$ cat config.mk
export PLATFORM = sky130hd
export DESIGN_NAME = text_console_cursor_writer
export DESIGN_NICKNAME = d
export VERILOG_FILES = /design/src/rtl/tcc_pkg.sv /design/src/rtl/tcc_skid.sv /design/src/rtl/tcc_cursor.sv /design/src/rtl/text_console_cursor_writer.sv
export SDC_FILE = /design/constraint.sdc
export NUM_CORES = 1
export LEC_CHECK = 0
export ABC_AREA = 1
export ABC_CLOCK_PERIOD_IN_PS = 8720
export BUFFER_PORTS_ARGS = -buffer_cell sky130_fd_sc_hd__buf_2
export CORE_MARGIN = 1
export CORE_UTILIZATION = 43
export CTS_BUF_LIST = sky130_fd_sc_hd__clkbuf_16
export DETAILED_ROUTE_END_ITERATION = 7
export SLEW_MARGIN = 10
export SYNTH_ARGS = -nofsm -noshare
export SYNTH_HDL_FRONTEND = slang
export SYNTH_SLANG_ARGS = --single-unit
$ cat constraint.sdc
create_clock -name i_clk -period 8.72 [get_ports i_clk]
set_clock_uncertainty 0.2 [all_clocks]
set_input_delay 1.744 -clock i_clk [delete_from_list [all_inputs] [get_ports i_clk]]
set_output_delay 1.744 -clock i_clk [all_outputs]
set_load 0.01 [all_outputs]
$ cat src/rtl/tcc_pkg.sv
package tcc_pkg;

    // Default geometry of the character memory
    localparam int COLUMNS_DEF   = 42;
    localparam int ROWS_DEF      = 22;
    localparam int MEM_WORDS_DEF = 8192;

    // Fixed field widths
    localparam int COL_W  = 8;
    localparam int ROW_W  = 5;
    localparam int CHAR_W = 8;
    localparam int ADDR_W = 13;
    localparam int RAW_W  = 14;

    localparam logic [CHAR_W-1:0] NEWLINE_CODE = 8'd10;

    typedef enum logic {
        ACT_CHAR = 1'b0,
        ACT_END  = 1'b1
    } t_action;

    // One write command toward the character memory
    typedef struct packed {
        logic [ADDR_W-1:0] addr;
        logic [CHAR_W-1:0] data;
        logic              last;
    } t_wr;

endpackage

$ cat src/rtl/tcc_skid.sv
module tcc_skid (
    input  logic          i_clk,
    input  logic          i_rst_n,
    input  logic          i_valid,
    output logic          o_ready,
    input  tcc_pkg::t_wr  i_wr,
    output logic          o_valid,
    input  logic          i_ready,
    output tcc_pkg::t_wr  o_wr
);
    import tcc_pkg::*;

    logic r_m_valid;
    logic r_s_valid;
    t_wr  r_main;
    t_wr  r_skid;
    logic in_fire;

    assign o_ready = !r_s_valid;
    assign in_fire = i_valid && !r_s_valid;
    assign o_valid = r_m_valid;
    assign o_wr    = r_main;

    always_ff @(posedge i_clk) begin
        if (!i_rst_n) begin
            r_m_valid <= 1'b0;
            r_s_valid <= 1'b0;
        end else if (!r_m_valid || i_ready) begin
            r_m_valid <= r_s_valid || in_fire;
            r_s_valid <= 1'b0;
        end else if (in_fire) begin
            r_s_valid <= 1'b1;
        end
    end

    always_ff @(posedge i_clk) begin
        if (!r_m_valid || i_ready) begin
            if (r_s_valid) begin
                r_main <= r_skid;
            end else if (in_fire) begin
                r_main <= i_wr;
            end
        end else if (in_fire) begin
            r_skid <= i_wr;
        end
    end

    a_skid_never_full_in: assert property (@(posedge i_clk) disable iff (!i_rst_n)
        r_s_valid |-> r_m_valid)
        else $error("skid entry held without a main entry");

    a_skid_drains: assert property (@(posedge i_clk) disable iff (!i_rst_n)
        (r_s_valid && i_ready) |=> !r_s_valid && r_m_valid)
        else $error("skid entry not moved forward");

    a_main_holds: assert property (@(posedge i_clk) disable iff (!i_rst_n)
        (r_m_valid && !i_ready) |=> r_m_valid && $stable(r_main))
        else $error("stalled result changed");

endmodule

$ cat src/rtl/tcc_cursor.sv
module tcc_cursor #(
    parameter int COLUMNS   = tcc_pkg::COLUMNS_DEF,
    parameter int ROWS      = tcc_pkg::ROWS_DEF,
    parameter int MEM_WORDS = tcc_pkg::MEM_WORDS_DEF
) (
    input  logic                        i_clk,
    input  logic                        i_rst_n,
    input  logic                        i_valid,
    output logic                        o_ready,
    input  logic                        i_action,
    input  logic [tcc_pkg::CHAR_W-1:0]  i_char_code,
    output logic                        o_wr_valid,
    input  logic                        i_wr_ready,
    output tcc_pkg::t_wr                o_wr
);
    import tcc_pkg::*;

    localparam logic [19:0] M1 = 20'(MEM_WORDS);
    localparam logic [19:0] M2 = 20'(2 * MEM_WORDS);
    localparam logic [19:0] M4 = 20'(4 * MEM_WORDS);
    localparam logic [COL_W-1:0] LAST_COL = COL_W'(COLUMNS - 1);
    localparam logic [COL_W:0]   COLS_9   = (COL_W + 1)'(COLUMNS);
    localparam logic [ROW_W-1:0] LAST_ROW = ROW_W'(ROWS - 1);

    // Reduce an address below eight memory sizes into the memory
    function automatic logic [ADDR_W-1:0] mem_wrap(input logic [RAW_W-1:0] a);
        logic [19:0] v;
        v = 20'(a);
        if (v >= M4) v = v - M4;
        if (v >= M2) v = v - M2;
        if (v >= M1) v = v - M1;
        return v[ADDR_W-1:0];
    endfunction

    function automatic logic [ROW_W-1:0] row_inc(input logic [ROW_W-1:0] r);
        return (r == LAST_ROW) ? '0 : r + ROW_W'(1);
    endfunction

    // Input register
    logic               r_in_valid;
    logic               r_in_action;
    logic [CHAR_W-1:0]  r_in_code;

    // Cursor state
    logic [COL_W-1:0]   r_col;
    logic [COL_W-1:0]   r_rem;       // column modulo COLUMNS
    logic [ROW_W-1:0]   r_row;
    logic [ROW_W-1:0]   r_nl_row;    // row a newline moves to
    logic [ADDR_W-1:0]  r_row_base;
    logic               r_pending;

    // Line-clear burst
    logic               r_burst;
    logic [COL_W-1:0]   r_cnt;
    logic [ADDR_W-1:0]  r_clr_base;

    logic               is_nl;
    logic               is_char;
    logic               consume;
    logic [COL_W:0]     rem_inc;
    logic [ROW_W-1:0]   clr_row;

    assign is_nl   = (r_in_action == ACT_CHAR) ? (r_in_code == NEWLINE_CODE) : r_pending;
    assign is_char = (r_in_action == ACT_CHAR) && (r_in_code != NEWLINE_CODE);
    assign consume = r_in_valid && !r_burst && (!is_char || i_wr_ready);
    assign o_ready = !r_in_valid || consume;
    assign rem_inc = {1'b0, r_rem} + (COL_W + 1)'(1);
    assign clr_row = row_inc(r_nl_row);

    always_comb begin
        o_wr_valid = 1'b0;
        o_wr.data  = '0;
        o_wr.last  = 1'b1;
        o_wr.addr  = mem_wrap(RAW_W'(r_row_base) + RAW_W'(r_col));
        if (r_burst) begin
            o_wr_valid = 1'b1;
            o_wr.last  = (r_cnt == LAST_COL);
            o_wr.addr  = mem_wrap(RAW_W'(r_clr_base) + RAW_W'(r_cnt));
        end else if (r_in_valid && is_char) begin
            o_wr_valid = 1'b1;
            o_wr.data  = r_in_code;
        end
    end

    always_ff @(posedge i_clk) begin
        if (o_ready && i_valid) begin
            r_in_action <= i_action;
            r_in_code   <= i_char_code;
        end
        if (!r_burst && consume && is_nl) begin
            r_clr_base <= ADDR_W'(32'(clr_row) * COLUMNS);
        end
    end

    always_ff @(posedge i_clk) begin
        if (!i_rst_n) begin
            r_in_valid <= 1'b0;
            r_col      <= '0;
            r_rem      <= '0;
            r_row      <= '0;
            r_nl_row   <= row_inc('0);
            r_row_base <= '0;
            r_pending  <= 1'b1;
            r_burst    <= 1'b0;
            r_cnt      <= '0;
        end else begin
            r_in_valid <= (o_ready && i_valid) || (r_in_valid && !consume);
            if (r_burst) begin
                if (i_wr_ready) begin
                    r_cnt <= r_cnt + COL_W'(1);
                    if (r_cnt == LAST_COL) begin
                        r_burst <= 1'b0;
                    end
                end
            end else if (consume) begin
                if (is_char) begin
                    r_col     <= r_col + COL_W'(1);
                    r_pending <= 1'b1;
                    if (r_col == '1) begin
                        r_rem    <= '0;
                        r_nl_row <= row_inc(r_row);
                    end else if (rem_inc == COLS_9) begin
                        r_rem    <= '0;
                        r_nl_row <= row_inc(r_nl_row);
                    end else begin
                        r_rem <= rem_inc[COL_W-1:0];
                    end
                end else if (is_nl) begin
                    r_row      <= r_nl_row;
                    r_nl_row   <= clr_row;
                    r_row_base <= ADDR_W'(32'(r_nl_row) * COLUMNS);
                    r_col      <= '0;
                    r_rem      <= '0;
                    r_burst    <= 1'b1;
                    r_cnt      <= '0;
                    r_pending  <= r_in_action;
                end else begin
                    r_pending <= 1'b1;
                end
            end
        end
    end

    a_row_in_range: assert property (@(posedge i_clk) disable iff (!i_rst_n)
        (r_row <= LAST_ROW) && (r_nl_row <= LAST_ROW))
        else $error("cursor row out of range");

    a_rem_in_range: assert property (@(posedge i_clk) disable iff (!i_rst_n)
        r_rem <= LAST_COL)
        else $error("column remainder out of range");

    a_burst_ends: assert property (@(posedge i_clk) disable iff (!i_rst_n)
        (r_burst && i_wr_ready && o_wr.last) |=> !r_burst)
        else $error("line clear did not end after its last write");

    a_no_take_in_burst: assert property (@(posedge i_clk) disable iff (!i_rst_n)
        r_burst |-> !consume)
        else $error("item consumed during line clear");

endmodule

$ cat src/rtl/text_console_cursor_writer.sv
// Channel   Dir  Fields (tdata / tuser / tlast)
// s_axis    in   tdata[7:0] char_code, tuser action (0 char, 1 end of string)
// m_axis    out  tdata[12:0] write_addr, tdata[20:13] write_data, tlast last_write
//
// An ordinary byte gives one write and the block takes one byte per cycle
// while m_axis is not stalled. A newline, or an end marker that closes a
// string, first moves the cursor, then the clear counter issues COLUMNS
// writes. i_rst_n is synchronous, active low; it homes the cursor and sets
// the pending-newline flag. A stalled m_axis holds its transfer; a two-entry
// skid buffer keeps s_axis taking bytes while one result waits.
module text_console_cursor_writer #(
    parameter int COLUMNS   = tcc_pkg::COLUMNS_DEF,
    parameter int ROWS      = tcc_pkg::ROWS_DEF,
    parameter int MEM_WORDS = tcc_pkg::MEM_WORDS_DEF
) (
    input  logic        i_clk,
    input  logic        i_rst_n,
    input  logic        s_axis_tvalid,
    output logic        s_axis_tready,
    input  logic [7:0]  s_axis_tdata,   // [7:0] char_code
    input  logic        s_axis_tuser,   // [0] action
    output logic        m_axis_tvalid,
    input  logic        m_axis_tready,
    output logic [23:0] m_axis_tdata,   // [12:0] write_addr, [20:13] write_data, [23:21] zero
    output logic        m_axis_tlast
);
    import tcc_pkg::*;

    logic wr_valid;
    logic wr_ready;
    t_wr  wr_cmd;
    t_wr  out_cmd;

    // Cursor tracking and line-clear sequencing
    tcc_cursor #(
        .COLUMNS   (COLUMNS),
        .ROWS      (ROWS),
        .MEM_WORDS (MEM_WORDS)
    ) u_cursor (
        .i_clk       (i_clk),
        .i_rst_n     (i_rst_n),
        .i_valid     (s_axis_tvalid),
        .o_ready     (s_axis_tready),
        .i_action    (s_axis_tuser),
        .i_char_code (s_axis_tdata),
        .o_wr_valid  (wr_valid),
        .i_wr_ready  (wr_ready),
        .o_wr        (wr_cmd)
    );

    // Result register with skid entry
    tcc_skid u_skid (
        .i_clk   (i_clk),
        .i_rst_n (i_rst_n),
        .i_valid (wr_valid),
        .o_ready (wr_ready),
        .i_wr    (wr_cmd),
        .o_valid (m_axis_tvalid),
        .i_ready (m_axis_tready),
        .o_wr    (out_cmd)
    );

    // Pack the write command: address low, data above, zero fill
    assign m_axis_tdata = {3'b000, out_cmd.data, out_cmd.addr};
    assign m_axis_tlast = out_cmd.last;

endmodule

---- Word level (Yosys, flattened, before mapping) ----
Cells that the tools add are included.
operators by class
  multiplexer cells ....................... 34
  div/mod/pow operators ................... 0
  magnitude comparators ................... 2
  $mul .................................... 2
  $add $sub $neg .......................... 9
  shifts and indexed selects .............. 0
  reductions and logical operators ........ 32
  bitwise logic cells ..................... 5
  equality and inequality tests ........... 10
operators with widths
  kind                                                number
  two-way mux 8 bit                                   11
  two-way mux 22 bit                                  2
  two-way mux 13 bit                                  3
  two-way mux 5 bit                                   6
  >= comparator 14 bit, second input constant         2
  subtractor 13 x 1 -> 13 bit, second input constant  2
  adder 11 x 8 -> 12 bit                              2
  multiplier 5 x 5 -> 10 bit, second input constant   2
  adder 8 x 1 -> 8 bit, second input constant         2
  two-way mux 1 bit                                   12
  AND reduction 4 bit                                 3
  adder 5 x 1 -> 5 bit, second input constant         2
  == test 5 bit, second input constant                2
  adder 8 x 1 -> 9 bit, second input constant         1
  == test 9 x 6 -> 1 bit, second input constant       1
  logical AND 1 bit                                   9
  == test 8 x 4 -> 1 bit, second input constant       1
  == test 8 x 6 -> 1 bit, second input constant       1
  == test 8 bit, second input constant                1
  != test 8 x 4 -> 1 bit, second input constant       1
  nonzero test 2 bit                                  4
  zero test 1 bit                                     6
  AND reduction 2 bit                                 3
  logical OR 1 bit                                    5
  other kinds (6)                                     10
word-level totals
  input port bits ......................... 13
  output and inout port bits .............. 27
  latch bits .............................. 0
  word-level logic and storage cells ...... 114
  register bits ........................... 112
  memories ................................ 0
  memory bits (read-only) ................. 0
  bits in writable memories ............... 0

---- Logic depth before layout (Yosys ltp) ----
  word-level depth ........................ 8
  gate-level depth with buffers ........... 16
  gate-level depth less buffers ........... 16

---- Hierarchy ----
From an unflattened synthesis, not the netlist that was laid out.
unflattened totals
  cells, all modules ...................... 734
  area, all modules ....................... 6244.7 µm²
by module, submodules not included
  module                      times used  cells each  sequential area each (µm²)  area each (µm²)
  tcc_cursor                  1           603         1471.4                      4478.0
  tcc_skid                    1           127         1361.3                      1740.4
  text_console_cursor_writer  1           4           0.0                         26.3

---- Least setup slack after synthesis ----
No wires, ideal clock.
  path kind ............................... input -> register
  from .................................... in m_axis_tready
  to ...................................... reg u_skid.r_skid[0] (netlist bit), enable pin
  path buffers ............................ 0
  arrival ................................. 3438 ps
  setup time .............................. 425 ps
  cell stages on the path ................. 3
  slack ................................... 4657 ps
  data required time ...................... 8095 ps
  cells stage by stage .................... nor2_1 > inv_1 > nor3_1
between the ends
  cells in the longest elaborated chain, start to end .. 3
RTL lines
  element                               line                              text
  from (decl)                           text_console_cursor_writer.sv:23  input logic m_axis_tready,
  logical OR 1 bit                      tcc_skid.sv:37                    if (!r_m_valid || i_ready) begin
  inverter 1 bit (no source line)       n/a
  AND reduction 2 bit (no source line)  n/a
  to (signal assigned)                  tcc_skid.sv:44                    r_skid <= i_wr;
  to (decl)                             tcc_skid.sv:16                    t_wr r_skid;
Every way passes these cells.
A chain may end at the register's enable or synchronous reset.

---- Final worst setup path ----
  from .................................... reg u_cursor.r_burst
  to ...................................... out s_axis_tready
between the ends
  cells in the longest elaborated chain, start to end .. 4
RTL lines
  element                          line                              text
  from (decl)                      tcc_cursor.sv:53                  logic r_burst;
  from (signal assigned)           tcc_cursor.sv:104                 r_burst <= 1'b0;
  from (signal assigned)           tcc_cursor.sv:112                 r_burst <= 1'b0;
  from (signal assigned)           tcc_cursor.sv:134                 r_burst <= 1'b1;
  zero test 1 bit                  tcc_cursor.sv:65                  assign consume = r_in_valid && !r_burst && (!is_char || i_wr_ready);
  logical AND 1 bit (2 in series)  tcc_cursor.sv:65
  logical OR 1 bit                 tcc_cursor.sv:66                  assign o_ready = !r_in_valid || consume;
  to (decl)                        text_console_cursor_writer.sv:19  output logic s_axis_tready,
Every way passes these cells.

==> impl_metrics.toml <==
[logic_synthesis]
synth-main-ff-cell = "edfxtp_1"
synth_edf_count = 61
async_flop_share = 0
ys_seq_area_frac = 0.4333
avgSynthCellArea_um2 = 8.214
synthesis.area_mm2 = 0.006399
ys_types = 44
synth_cells = 779
ys_warn_count = 0
synth_seq_cells = 108

[cts]
root_buffer = "clkbuf_16"
worstSkewPairLatency_ns = 0.36
clk_pin_slew_worst_paths_ns = 0.07
hold_buffers = 0
cts_setup_buffers = 0
cts_buffers = 9
htree_num_levels = 3
clock_sinks = 108
cts_resized = 0
cts_buffer_depth = 2
cts_tree = "done"

[finish]
fin_nets = 878
final_core_util = 0.4836
antennaDiodeCount = 0
area_growth_pct = 9.855
drive_gt1_frac = 0.1006
instances_no_fill = 999

[die]
design.die.area_mm2 = 0.01537
die_x_um = 124.0
start_util = 0.4403
coreArea_mm2 = 0.01453
row_count = 44
io_pins = 40
die_h_um = 124.0

[routing]
postRouteAntennaNets = 0
route.detailed.drc = 0
wl_per_cell_um = 13.27
vias = 5005
drtIter0Drc = 355
firstDrtPassIters = 6
via_per_inst = 5.010
drt-total-wl_um = 13250

[pwr]
peakVddDrop_mv = 0.1072
power.leakage_nw = 3.225
cellPowerDensity_mw_per_mm2 = 166.3

[placed_design]
portBuffers = 35
place_congestion = 0.8597
dpl.hpwl_um = 10110
post-place-cells = 983
dp_slack_ns = 5.024

[sta]
worst_slew_pin_slew_ns = 0.9004
finalCritPeriodShare = 0.4676
period_minus_slack_ns = 4.078
slew_headroom = 0.3997
tns_ns = 0
fin_ws_ns = 4.642
drv_slew = 0
hold_violations = 0
setup_viol = 0
whs_ns = 0.2760
rsz0062_at_grt = "false"
max_freq_mhz = 245.2

[hold_path]
hold_path_class = "flip-flop to flip-flop"

[critical_path]
critPathLaunchType = "flip-flop"
critPathArrivalTime_ns = 2.13
crit_fanout = 20
end_kind = "output port"
crit_type = "flip-flop to output port"
cp_data_required_time_ns = 6.78

[grt]
grt_max_degree = 28
antenna_found_initial = 0
gr-total-overflow = 0
grt_usage = 0.1807
grt_pass1_vias = 4576
grt_pass1_wl_um = 21370

[status]
status = "finished clean"

[flow_run]
drv_cap = 0
==> flip-flops by register name, indices dropped and copies added (netlist names) <==
name                  flops
u_skid.o_valid            1
u_cursor.r_in_code        8
u_cursor.r_pending        1
u_cursor.r_cnt            8
u_cursor.r_burst          1
u_skid.o_wr              21
u_cursor.r_col            8
u_cursor.r_in_action      1
u_cursor.r_rem            8
u_cursor.r_in_valid       1
u_skid.r_skid            21
u_cursor.r_clr_base      10
u_cursor.r_row            5
u_cursor.r_row_base       8
u_cursor.r_nl_row         5
u_skid.r_s_valid          1
==> cells in the final DEF, fill, tap and decap left out, types with 4 or more instances in the layout <==
| cell | n |
|---|---|
| nand4_1 | 17 |
| a31oi_1 | 7 |
| o21ai_0 | 35 |
| xor2_1 | 14 |
| xnor2_1 | 5 |
| nand3_2 | 5 |
| inv_1 | 102 |
| nand2_1 | 200 |
| nor2_1 | 53 |
| or2_2 | 5 |
| nor3_1 | 12 |
| dfxtp_1 | 47 |
| nand3_1 | 46 |
| a21oi_1 | 58 |
| edfxtp_1 | 61 |
| clkbuf_16 | 9 |
| fa_1 | 4 |
| buf_2 | 35 |
| nand2_2 | 8 |
| conb_1 | 4 |
| ha_1 | 51 |
==> power breakdown <==
group          internal (mW)  switching, mW
logic                 0.0526          0.102
registers              0.570         0.0175
clock network          0.229          0.198
total                  0.852          0.317
==> worst max-delay path, stage by stage, from the launching register on <==
cell	delay, ns
dfxtp_1	0.57
inv_1	0.40
nand2_2	0.29
inv_1	0.13
nand2_2	0.16
nand2_1	0.09
buf_2	0.14
==> cells in the mapped netlist (2+ instances only) <==
cell	instances	area [um^2]
nand2_1	200	750.7
inv_1	101	379.1
edfxtp_1	61	1832
a21oi_1	58	290.3
nor2_1	53	198.9
ha_1	51	638.1
dfxtp_1	47	940.9
nand3_1	46	230.2
o21ai_0	35	175.2
nand4_1	17	106.4
xor2_1	14	122.6
nor3_1	13	65.06
nand2_2	8	50.05
a31oi_1	7	43.79
clkbuf_1	6	22.52
buf_4	5	37.54
nand3_2	5	50.05
or2_2	5	31.28
xnor2_1	5	43.79
buf_2	4	20.02
fa_1	4	80.08
and2_1	3	18.77
buf_1	3	11.26
nor2_4	3	33.78
o21bai_1	3	22.52
o22ai_1	3	18.77
buf_6	2	22.52
==> cell type report <==
class	count	area (um^2)
Sequential cell	108	2773
Inverter	103	386.6
Clock buffer	9	225.2
Clock inverter	7	82.58
Fill cell	1418	7505
Timing Repair Buffer	37	190.2
Tap cell	184	230.2
Multi-Input combinational cell	551	3142
==> final timing paths <==
check	start	endpoint	slack, ns	cells past startpoint
worst max-delay path	u_cursor.r_burst	s_axis_tready	4.64	6
worst min-delay path	u_cursor.r_row_base[4]	u_cursor.r_row_base[4]	0.28	2
worst max register to register	u_cursor.r_nl_row[0]	u_cursor.r_clr_base[9]	5.38	13
worst min register to register	u_cursor.r_row_base[4]	u_cursor.r_row_base[4]	0.28	2
==> metal layers <==
layer / GRT usage / routed length [um] / vias up
li1: - / - / 2642
met1: 0.2395 / 6402 / 2249
met2: 0.2938 / 6179 / 101
met3: 0.02656 / 462 / 13
met4: 0.07589 / 207 / 0
met5: 0 / 0 / -
==> kinds of logic (layout without fill, tap and decap cells) <==
kind of cell / count (synthesis) / after routing / share of synthesized area
and+or+nand+nor: 359 / 359 / 0.2536
xor gates and xnor gates: 19 / 19 / 0.02601
DFF: 108 / 108 / 0.4333
other: 1 / 4 / 0.0005861
adders and majority gates: 55 / 55 / 0.1122
AOI/OAI and AO/OA: 114 / 114 / 0.09601
buffers and inverters: 123 / 156 / 0.07822
==> stage by stage <==
step	total power, mW	area [um^2]
2_1_floorplan	0.7098	6410
3_3_place_gp	0.7501	6721
3_5_place_dp	0.7550	6721
4_1_cts	1.180	7029
5_1_grt	1.219	7029
6_report	1.169	7029
Power figures use the tool's default switching activity.
